### src/atbs_pkg.sv
package atbs_pkg;

   localparam int FRAC_BITS  = 16;
   localparam int WHOLE_BITS = 29;
   localparam int BKT_W      = WHOLE_BITS + FRAC_BITS;

   localparam int RATE_W  = 32;
   localparam int BITS_W  = 20;
   localparam int E_W     = 17;
   localparam int PROD_W  = 49;
   localparam int Q1_W    = 29;
   localparam int REM_W   = 20;
   localparam int CQ_W    = 30;
   localparam int KIND_W  = 3;
   localparam int CSR_W   = 2;

   localparam logic [E_W-1:0]   CAP_US    = E_W'(100000);
   localparam logic [REM_W-1:0] US_PER_S  = REM_W'(1000000);

   localparam logic [RATE_W-1:0] START_RATE_RST = RATE_W'(64000);
   localparam logic [RATE_W-1:0] MIN_RATE_RST   = RATE_W'(32000);
   localparam logic [RATE_W-1:0] MAX_RATE_RST   = RATE_W'(128000);

   // floor(x/5) = (x * DIV5_M) >> DIV5_K for x below 2^33
   localparam int DIV5_K  = 35;
   localparam int DIV5_MW = 33;
   localparam int P5_W    = RATE_W + DIV5_MW;
   localparam logic [DIV5_MW-1:0] DIV5_M = DIV5_MW'(((64'd1 << DIV5_K) + 64'd4) / 64'd5);

   // floor(x/15625) = (x * DIV_M) >> DIV_K for x below 2^48
   localparam int DIV_X_W  = 48;
   localparam int DIV_K    = 62;
   localparam int DIV_M_W  = 49;
   localparam int DIV_Q_W  = 35;
   localparam int DIV_XL_W = 24;
   localparam int DIV_ML_W = 25;
   localparam int DIV_S_W  = DIV_X_W + DIV_M_W;
   localparam logic [DIV_M_W-1:0] DIV_M =
      DIV_M_W'(((64'd1 << DIV_K) + 64'd15624) / 64'd15625);

   localparam int FRAC_SHIFT = FRAC_BITS - 6;

   localparam logic [FRAC_BITS-2:0] CAP_F1 = (FRAC_BITS-1)'((64'd1 << (FRAC_BITS-1)) / 64'd5);
   localparam logic [FRAC_BITS-2:0] CAP_F2 = (FRAC_BITS-1)'((64'd2 << (FRAC_BITS-1)) / 64'd5);
   localparam logic [FRAC_BITS-2:0] CAP_F3 = (FRAC_BITS-1)'((64'd3 << (FRAC_BITS-1)) / 64'd5);
   localparam logic [FRAC_BITS-2:0] CAP_F4 = (FRAC_BITS-1)'((64'd4 << (FRAC_BITS-1)) / 64'd5);

   localparam int NSTAGE = 8;

   typedef enum logic [KIND_W-1:0] {
      KIND_PACKET   = 3'd0,
      KIND_NONE     = 3'd1,
      KIND_BUILD    = 3'd2,
      KIND_IMMINENT = 3'd3,
      KIND_RECOVER  = 3'd4,
      KIND_LOAD     = 3'd5
   } kind_type;

   typedef enum logic [CSR_W-1:0] {
      CSR_START_RATE = 2'd0,
      CSR_MIN_RATE   = 2'd1,
      CSR_MAX_RATE   = 2'd2
   } csr_type;

   typedef struct packed {
      logic a;
      logic b;
   } div_en_type;

   typedef struct packed {
      logic                upd;
      kind_type            kind;
      logic [BITS_W-1:0]   bits;
      logic [BKT_W-1:0]    gen;
      logic [BKT_W-1:0]    cap;
   } bkt_req_type;

   typedef struct packed {
      kind_type            kind;
      logic [BITS_W-1:0]   bits;
      logic [E_W-1:0]      e;
      logic [RATE_W-1:0]   rate;
      logic [RATE_W-1:0]   rnew;
      logic [PROD_W-1:0]   prod;
      logic [P5_W-1:0]     p5;
      logic [BKT_W-1:0]    cap;
      logic [Q1_W-1:0]     q1;
      logic [PROD_W-1:0]   qd;
      logic [REM_W-1:0]    rem;
   } pipe_type;

   // floor(s * 2^(FRAC_BITS-1) / 5) for a remainder s of a division by 5
   function automatic logic [FRAC_BITS-2:0] cap_frac(input logic [2:0] s);
      logic [FRAC_BITS-2:0] r;
      case (s)
         3'd1:    r = CAP_F1;
         3'd2:    r = CAP_F2;
         3'd3:    r = CAP_F3;
         3'd4:    r = CAP_F4;
         default: r = '0;
      endcase
      return r;
   endfunction

endpackage

### src/atbs_bucket.sv
module atbs_bucket (
   input  logic                         clock,
   input  logic                         reset,
   input  atbs_pkg::bkt_req_type        bkt_req,
   output logic                         send_ok,
   output logic [atbs_pkg::BKT_W-1:0]   bucket_next
);
   import atbs_pkg::*;

   logic [BKT_W-1:0] bucket_ff, bucket_in;
   logic [BKT_W:0]   fill;
   logic [BKT_W-1:0] capped;
   logic [BKT_W-1:0] need;

   always_comb begin
      fill    = {1'b0, bucket_ff} + {1'b0, bkt_req.gen};
      capped  = (fill > {1'b0, bkt_req.cap}) ? bkt_req.cap : fill[BKT_W-1:0];
      need    = BKT_W'(bkt_req.bits) << FRAC_BITS;
      send_ok   = 1'b0;
      bucket_in = bucket_ff;
      case (bkt_req.kind)
         KIND_PACKET: begin
            if (capped >= need) begin
               send_ok   = 1'b1;
               bucket_in = capped - need;
            end else begin
               bucket_in = capped;
            end
         end
         KIND_BUILD, KIND_IMMINENT, KIND_LOAD: begin
            bucket_in = '0;
         end
         default: begin
            bucket_in = bucket_ff;
         end
      endcase
   end

   always_ff @(posedge clock) begin
      if (reset) begin
         bucket_ff <= '0;
      end else if (bkt_req.upd) begin
         bucket_ff <= bucket_in;
      end
   end

   assign bucket_next = bucket_in;

endmodule

### config.mk
export PLATFORM = sky130hd
export DESIGN_NAME = atbs_bucket
export DESIGN_NICKNAME = d
export VERILOG_FILES = /design/src/atbs_pkg.sv /design/src/atbs_bucket.sv
export SDC_FILE = /design/constraint.sdc
export NUM_CORES = 1
export LEC_CHECK = 0
export BUFFER_PORTS_ARGS = -buffer_cell sky130_fd_sc_hd__buf_2
export CAP_MARGIN = 10
export CORE_AREA = 5 5 173 175
export CTS_BUF_LIST = sky130_fd_sc_hd__clkbuf_8
export DETAILED_ROUTE_END_ITERATION = 12
export DIE_AREA = 0 0 178 180
export PLACE_DENSITY = 0.47
export REMOVE_ABC_BUFFERS = 1
export SETUP_SLACK_MARGIN = 0.1
export SLEW_MARGIN = 5
export SYNTH_ARGS = -nofsm -noshare
export SYNTH_HDL_FRONTEND = slang
export SYNTH_SLANG_ARGS = --single-unit
### constraint.sdc
create_clock -name clock -period 35.4 [get_ports clock]
set_clock_uncertainty 0.15 [all_clocks]
set_input_delay 3.54 -clock clock [delete_from_list [all_inputs] [get_ports clock]]
set_output_delay 3.54 -clock clock [all_outputs]
set_load 0.05 [all_outputs]
==> results.cfg <==
[routing]
drt.antenna.violating_nets = 0
drc = 0
vias_per_cell = 5.49
vias = 9379
dr.pass1.iters = 5
finalWirelength_um = 33400
wl_per_cell_um = 19.5
drt_iter0_drc = 604

[cells_and_area]
nFillCells = 3224
layout_commonest_cell = buf_2
top_regs = bucket_ff (45)
largest_register_ff_count = 45
drive_gt1_frac = 0.156
regMostFlops = bucket_ff
layout_common_cells = buf_2 (161), nand2_1 (120), o21ai_0 (115), a21oi_1 (115)
diodes = 0
nets = 1550
area_growth_pct = 14.5
final_core_util = 0.336

[floorplanning]
core_sq_um = 28300
die_area_sq_um = 32000
rows = 62
fp.dieW_um = 178
start_util = 0.293
boundaryPins = 162
dieHeight_um = 180

[logic_synthesis]
synth_area_sq_um = 8300
synth_cell_types = 77
postSynthAreaPerCell_sq_um = 6.86
syn_inst = 1210
ys_seq_area_frac = 0.109
ys.flop_type = dfxtp_1
synthArstFlopShare = 0
yosys_warnings = 0
synth_edf_count = 0
synth_seq_cells = 45

[sta]
fin_ws_ns = 17.10
setup_viol = 0
min_period_ns = 18.30
tightest_slew_ns = 1.16
drv_slew = 0
hold_viol = 0
finalSetupTns_ns = 0
hold_slack_ns = 0.346
maxSlewHeadroom = 0.224
max_freq_mhz = 54.7
fin_crit_sh = 0.517
grt_setup_unrepaired = no

[min_path]
hold_class = flip-flop to flip-flop
hp-start = bucket_ff[28]

[clocking]
cts_buffers = 5
cts_root_buffer = clkbuf_8
clk_latency_ns = 0.34
cts.sinks = 45
clock_path_buffers = 2
postCtsHoldBufs = 0
cts_tree = yes
h-tree-depth = 2
path_clk_slew_ns = 0.11
cts_setup_buffers = 0
cts_resized = 0

[worst_setup_path]
setup.worst_path.start = bkt_req[80]
r2r-start = bucket_ff[35]
worstSetupPathType = input pin to primary output
worstSetupStartpointType = input pin
cp-end-kind = primary output
cp.required_ns = 31.71
crit_slowest_cell = buf_4
arrival_ns = 14.61
cpMostUsedCell = or4_1
r2r_slack_ns = 23.98
cp_max_fo = 81
slowest_delay_ns = 0.60

[job]
cap_violations = 0

[power_and_ir_drop]
ir_drop_uv = 15.3
power_w = 0.000326
power-per-cell-area_nw_per_um2 = 34.3
leakage_nw = 4.51

[place]
portBuffers = 161
gp_congestion = 0.898
dp_hpwl_um = 27400
dpl_worst_slack_ns = 17.35

[global_route]
grt_pass1_wl_um = 52200
grt_usage = 0.204
grt.overflow.total = 0
grt_pass1_vias = 9322
antenna_found_initial = 0
grt_max_degree = 82

[outcome]
status = finished clean
-- per-stage QoR --
stage | cells | cell area [sq um]
2_1_floorplan | 1146 | 8060
3_3_place_gp | 1699 | 9430
3_5_place_dp | 1699 | 9430
4_1_cts | 1707 | 9510
5_1_grt | 1707 | 9510
6_report | 1707 | 9510
-- power breakdown --
| group | leakage [nW] | internal, W | switching [W] |
|---|---|---|---|
| Clock | 0.0491 | 0.0000136 | 0.0000244 |
| Sequential | 0.366 | 0.0000531 | 0.00000244 |
| Combinational | 4.10 | 0.0000839 | 0.000149 |
| Total | 4.51 | 0.000151 | 0.000176 |
-- layout make-up --
class                           instances  area (sq um)  area share
Clock buffer                            5          68.8     0.00724
Clock inverter                          3          13.8     0.00145
Inverter                               91           342      0.0359
Multi-Input combinational cell       1010          6840       0.719
Sequential cell                        45           901      0.0947
Tap cell                              384           480      0.0505
Timing Repair Buffer                  169           866      0.0911
-- cells by family after synthesis --
| family | synth area share |
|---|---|
| buffers and inverters | 0.0705 |
| multiplexers | 0.0452 |
| AND/OR/NAND/NOR | 0.230 |
| XOR/XNOR | 0.0549 |
| AO/OA/AOI/OAI | 0.320 |
| flip-flops | 0.109 |
| adder cells (fa/ha/maj) | 0.171 |
-- path summary, 6_finish.rpt --
kind	endpoint	cells after the start
setup reg to reg	bucket_ff[43]	30
setup / recovery	bucket_next[41]	32
hold reg to reg	bucket_ff[28]	2
hold / removal	bucket_ff[28]	2
-- worst max-delay path: cells and delay by family --
family                   cells  cell delay [ns]
AND/OR/NAND/NOR             19             6.15
adder cells (fa/ha/maj)      3             1.31
AO/OA/AOI/OAI                7             2.56
buffers and inverters        3             0.95
-- synth_stat cells, drive strengths merged (27+ instances only) --
cell | instances | area share
o21ai | 115 | 0.069
a21oi | 115 | 0.069
nand4 | 31 | 0.023
dfxtp | 45 | 0.11
nor3 | 27 | 0.017
nand2 | 120 | 0.054
ha | 110 | 0.17
nor2 | 113 | 0.052
xnor2 | 35 | 0.037
a21o | 30 | 0.027
clkbuf | 59 | 0.027
inv | 91 | 0.041
-- metal layers --
layer	track usage	part of all wire	vias up
li1	-	-	4657
met1	0.284	0.48	4422
met2	0.334	0.45	262
met3	0.0221	0.045	38
met4	0.0520	0.023	0
met5	0	0	-
(Power assumes the default switching activity.)
