--- config.mk ---
export PLATFORM = sky130hd
export DESIGN_NAME = atbs_div15625
export DESIGN_NICKNAME = d
export VERILOG_FILES = /design/src/atbs_pkg.sv /design/src/atbs_div15625.sv
export SDC_FILE = /design/constraint.sdc
export NUM_CORES = 2
export LEC_CHECK = 0
export BUFFER_PORTS_ARGS = -buffer_cell sky130_fd_sc_hd__buf_2
export CORE_MARGIN = 2
export CORE_UTILIZATION = 50
export CTS_BUF_LIST = sky130_fd_sc_hd__clkbuf_8
export CTS_CLUSTER_SIZE = 28
export DETAILED_ROUTE_END_ITERATION = 8
export PLACE_DENSITY = 0.66
export SYNTH_ARGS = -nofsm -noshare
export SYNTH_HDL_FRONTEND = slang
export SYNTH_SLANG_ARGS = --single-unit
--- constraint.sdc ---
create_clock -name clock -period 16.3 [get_ports clock]
set_input_delay 1.63 -clock clock [delete_from_list [all_inputs] [get_ports clock]]
set_output_delay 1.63 -clock clock [all_outputs]
set_load 0.03 [all_outputs]
--- src/atbs_pkg.sv ---
package atbs_pkg;

   localparam int FRAC_BITS  = 16;
   localparam int WHOLE_BITS = 29;
   localparam int BKT_W      = WHOLE_BITS + FRAC_BITS;

   localparam int RATE_W  = 32;
   localparam int BITS_W  = 20;
   localparam int E_W     = 17;
   localparam int PROD_W  = 49;
   localparam int Q1_W    = 29;
   localparam int REM_W   = 20;
   localparam int CQ_W    = 30;
   localparam int KIND_W  = 3;
   localparam int CSR_W   = 2;

   localparam logic [E_W-1:0]   CAP_US    = E_W'(100000);
   localparam logic [REM_W-1:0] US_PER_S  = REM_W'(1000000);

   localparam logic [RATE_W-1:0] START_RATE_RST = RATE_W'(64000);
   localparam logic [RATE_W-1:0] MIN_RATE_RST   = RATE_W'(32000);
   localparam logic [RATE_W-1:0] MAX_RATE_RST   = RATE_W'(128000);

   // floor(x/5) = (x * DIV5_M) >> DIV5_K for x below 2^33
   localparam int DIV5_K  = 35;
   localparam int DIV5_MW = 33;
   localparam int P5_W    = RATE_W + DIV5_MW;
   localparam logic [DIV5_MW-1:0] DIV5_M = DIV5_MW'(((64'd1 << DIV5_K) + 64'd4) / 64'd5);

   // floor(x/15625) = (x * DIV_M) >> DIV_K for x below 2^48
   localparam int DIV_X_W  = 48;
   localparam int DIV_K    = 62;
   localparam int DIV_M_W  = 49;
   localparam int DIV_Q_W  = 35;
   localparam int DIV_XL_W = 24;
   localparam int DIV_ML_W = 25;
   localparam int DIV_S_W  = DIV_X_W + DIV_M_W;
   localparam logic [DIV_M_W-1:0] DIV_M =
      DIV_M_W'(((64'd1 << DIV_K) + 64'd15624) / 64'd15625);

   localparam int FRAC_SHIFT = FRAC_BITS - 6;

   localparam logic [FRAC_BITS-2:0] CAP_F1 = (FRAC_BITS-1)'((64'd1 << (FRAC_BITS-1)) / 64'd5);
   localparam logic [FRAC_BITS-2:0] CAP_F2 = (FRAC_BITS-1)'((64'd2 << (FRAC_BITS-1)) / 64'd5);
   localparam logic [FRAC_BITS-2:0] CAP_F3 = (FRAC_BITS-1)'((64'd3 << (FRAC_BITS-1)) / 64'd5);
   localparam logic [FRAC_BITS-2:0] CAP_F4 = (FRAC_BITS-1)'((64'd4 << (FRAC_BITS-1)) / 64'd5);

   localparam int NSTAGE = 8;

   typedef enum logic [KIND_W-1:0] {
      KIND_PACKET   = 3'd0,
      KIND_NONE     = 3'd1,
      KIND_BUILD    = 3'd2,
      KIND_IMMINENT = 3'd3,
      KIND_RECOVER  = 3'd4,
      KIND_LOAD     = 3'd5
   } kind_type;

   typedef enum logic [CSR_W-1:0] {
      CSR_START_RATE = 2'd0,
      CSR_MIN_RATE   = 2'd1,
      CSR_MAX_RATE   = 2'd2
   } csr_type;

   typedef struct packed {
      logic a;
      logic b;
   } div_en_type;

   typedef struct packed {
      logic                upd;
      kind_type            kind;
      logic [BITS_W-1:0]   bits;
      logic [BKT_W-1:0]    gen;
      logic [BKT_W-1:0]    cap;
   } bkt_req_type;

   typedef struct packed {
      kind_type            kind;
      logic [BITS_W-1:0]   bits;
      logic [E_W-1:0]      e;
      logic [RATE_W-1:0]   rate;
      logic [RATE_W-1:0]   rnew;
      logic [PROD_W-1:0]   prod;
      logic [P5_W-1:0]     p5;
      logic [BKT_W-1:0]    cap;
      logic [Q1_W-1:0]     q1;
      logic [PROD_W-1:0]   qd;
      logic [REM_W-1:0]    rem;
   } pipe_type;

   // floor(s * 2^(FRAC_BITS-1) / 5) for a remainder s of a division by 5
   function automatic logic [FRAC_BITS-2:0] cap_frac(input logic [2:0] s);
      logic [FRAC_BITS-2:0] r;
      case (s)
         3'd1:    r = CAP_F1;
         3'd2:    r = CAP_F2;
         3'd3:    r = CAP_F3;
         3'd4:    r = CAP_F4;
         default: r = '0;
      endcase
      return r;
   endfunction

endpackage

--- src/atbs_div15625.sv ---
module atbs_div15625 (
   input  logic                           clock,
   input  atbs_pkg::div_en_type           en,
   input  logic [atbs_pkg::DIV_X_W-1:0]   x,
   output logic [atbs_pkg::DIV_Q_W-1:0]   q
);
   import atbs_pkg::*;

   localparam int XH_W = DIV_X_W - DIV_XL_W;
   localparam int MH_W = DIV_M_W - DIV_ML_W;
   localparam int LL_W = DIV_XL_W + DIV_ML_W;
   localparam int LH_W = DIV_XL_W + MH_W;
   localparam int HL_W = XH_W + DIV_ML_W;
   localparam int HH_W = XH_W + MH_W;

   logic [DIV_XL_W-1:0] xl;
   logic [XH_W-1:0]     xh;
   logic [DIV_ML_W-1:0] ml;
   logic [MH_W-1:0]     mh;

   logic [LL_W-1:0] pp_ll_ff, pp_ll_in;
   logic [LH_W-1:0] pp_lh_ff, pp_lh_in;
   logic [HL_W-1:0] pp_hl_ff, pp_hl_in;
   logic [HH_W-1:0] pp_hh_ff, pp_hh_in;
   logic [DIV_S_W-1:0] sum;
   logic [DIV_Q_W-1:0] q_ff, q_in;

   always_comb begin
      xl = x[DIV_XL_W-1:0];
      xh = x[DIV_X_W-1:DIV_XL_W];
      ml = DIV_M[DIV_ML_W-1:0];
      mh = DIV_M[DIV_M_W-1:DIV_ML_W];
      pp_ll_in = LL_W'(xl) * LL_W'(ml);
      pp_lh_in = LH_W'(xl) * LH_W'(mh);
      pp_hl_in = HL_W'(xh) * HL_W'(ml);
      pp_hh_in = HH_W'(xh) * HH_W'(mh);
      sum = DIV_S_W'(pp_ll_ff)
          + (DIV_S_W'(pp_lh_ff) << DIV_ML_W)
          + (DIV_S_W'(pp_hl_ff) << DIV_XL_W)
          + (DIV_S_W'(pp_hh_ff) << (DIV_XL_W + DIV_ML_W));
      q_in = sum[DIV_S_W-1:DIV_K];
   end

   always_ff @(posedge clock) begin
      if (en.a) begin
         pp_ll_ff <= pp_ll_in;
         pp_lh_ff <= pp_lh_in;
         pp_hl_ff <= pp_hl_in;
         pp_hh_ff <= pp_hh_in;
      end
      if (en.b) begin
         q_ff <= q_in;
      end
   end

   assign q = q_ff;

endmodule

==> flow_summary.toml <==
[die]
die_x_um = 311
pin_count = 86
core-area_um2 = 93500
start_util = 0.505
core.rowCount = 112
dieArea_um2 = 97000
die_h_um = 311

[grt]
antenna_found_initial = 10
grt_remaining_overflow = 0
grt_pass1_wl_um = 205000
grt_pass1_vias = 33400
grt.total_usage = 0.288
grt_max_degree = 88

[hold_path]
hp-class = "flip-flop to flip-flop"
min_from = "pp_hh_ff[39]"

[sta]
hold_viol = 0
tightest_slew_ns = 1.17
finalClockSkew_ns = 0.0261
period_needed_ns = 8.82
period_share = 0.541
setup_viol = 0
rsz0062_at_grt = "false"
relSlewSlack = 0.210
fmax_mhz = 113
final_max_slew_viol_count = 0
setup_ws_ns = 7.48
fin_setup_tns_ns = 0

[route]
met2_length_um = 58900
post_drt_wl_per_cell_um = 23.2
vias_per_cell = 5.40
topRoutingLayerUsed = "met5"
drc = 0
routed_wl_um = 135000
route.met3.wl_um = 12400
drtPass1Iterations = 5
drtAntennaViolNets = 0
wl_met1_um = 59600
drt-initial-drc-count = 2369
vias = 31400

[cells_and_area]
drive_gt1_frac = 0.0336
nNetsFinal = 6333
synthToLayoutAreaGrowth_pct = 4.86
layout_common_cells = "inv_1, fa_1, ha_1"
fillCellCount = 8489
layout_commonest_cell = "inv_1"

[clocking]
cts_buffer_depth = 2
clk_pin_slew_ns = 0.13
cts_made_buffers = 17
root_buffer = "clkbuf_8"
cts_tree = "built"
cts-resized-gates = 0
cts_hold_buffers = 0
cts.sink_count = 193
cts_htree_levels = 4
post-cts-setup-buffers = 0
clk_latency_ns = 0.51

[placement]
place_hpwl_um = 120000
io_buffers = 85
routabilityCongestion = 1.00
dp_worst_setup_slack_ns = 7.22

[logic_synthesis]
yosys-top-cells-area = "fa_1, ha_1, edfxtp_1"
netlist_instances = 4470
synth_top_area_share = 0.381
ys_seq_elements = 193
synth_top_area_cell = "fa_1"
synth_edf_count = 193
ys_warn_count = 0
synth.distinct_cells = 82
seq_area_frac_synth = 0.123
synth_ff_type = "edfxtp_1"
synthArstFlopShare = 0
syn-cell-area_um2 = 47200
synth_fp_nets = 6258
syn_avg_cell_area_um2 = 10.6

[worst_setup_path]
critPathKind = "input port to flip-flop"
startpoint = "x[13]"
cp_max_fo = 7
endpoint_kind = "flip-flop"
worstPathArrival_ns = 9.10
cp.required_ns = 16.58
rr_startpoint = "pp_lh_ff[39]"
startpoint_type = "input port"

[outcome]
status = "finished clean"

[flow_run]
maxCapViolCount = 0
-- synth_stat cells, types with 13 or more instances --
master	count
a211oi_1	14
nand3_1	46
xnor2_1	137
o21ai_0	84
nor2_1	106
inv_1	1270
xor2_1	92
edfxtp_1	193
nand4_1	30
and3_1	25
clkbuf_1	28
o21bai_1	18
a21oi_1	189
nand2b_1	24
and2_1	13
nor2b_1	32
a21o_1	142
o21a_1	19
fa_1	899
nor3_1	15
ha_1	838
nand2_1	89
-- cell type report --
class | count | area (µm²) | area share
repair buffers | 87 | 447 | 0.00902
diodes | 2 | 5.00 | 0.000101
clock inverters | 15 | 165 | 0.00333
inverters | 1270 | 4770 | 0.0962
multi-input cells | 2976 | 36600 | 0.738
clock buffers | 17 | 234 | 0.00472
flip-flops and latches | 193 | 5800 | 0.117
well taps | 1254 | 1570 | 0.0317
-- registers in the layout (all words and copies together) (netlist names) --
signal,count
pp_hh_ff,48
pp_hl_ff,42
pp_lh_ff,48
pp_ll_ff,20
q,35
-- worst paths after layout --
kind	end	slack (ns)	cells past startpoint
worst min-delay path	q[26]	0.61	1
worst max register to register	q[31]	11.60	13
worst max-delay path	pp_lh_ff[40]	7.48	23
worst min register to register	q[26]	0.61	1
-- cell families after synthesis --
logic type,after synthesis,synth area share
XOR/XNOR,229,0.0425
adder cells (fa/ha/maj),1737,0.603
buffers and inverters,1301,0.104
AND/OR/NAND/NOR,431,0.0470
flip-flops,193,0.123
AO/OA/AOI/OAI,579,0.0815
-- critical path, cell delays in order --
cell and delay, ns:
buf_2 0.20, inv_1 0.29, fa_1 0.66, fa_1 0.45, fa_1 0.58, fa_1 0.53
fa_1 0.52, inv_1 0.05, fa_1 0.63, inv_1 0.08, fa_1 0.49, inv_1 0.04
ha_1 0.34, nand2_1 0.06, o21ai_0 0.91, a21oi_1 0.23, nand2_1 0.13, a311oi_1 0.09
o31ai_1 0.39, a21oi_1 0.17, o21ai_1 0.26, a41oi_1 0.17, xnor2_1 0.15
-- stage by stage --
| stage | cells | cell area [µm²] | util | hold WS (ns) |
|---|---|---|---|---|
| after floorplan | 4470 | 47200 | - | 0.527 |
| after global placement | 5780 | 49100 | 0.526 | 0.573 |
| after detailed placement | 5780 | 49100 | 0.526 | 0.575 |
| after CTS | 5812 | 49500 | 0.530 | 0.606 |
| after global routing | 5812 | 49500 | 0.530 | 0.633 |
| final | 5814 | 49500 | 0.530 | 0.605 |
-- metal layers --
metal,up-vias,global-route usage
met5,-,0
met4,8,0.0740
met3,188,0.0880
met2,1039,0.430
met1,15900,0.406
li1,14300,-
Power is not shown: default switching activity piles up to over one toggle a cycle in this logic, so the estimate is an artifact.
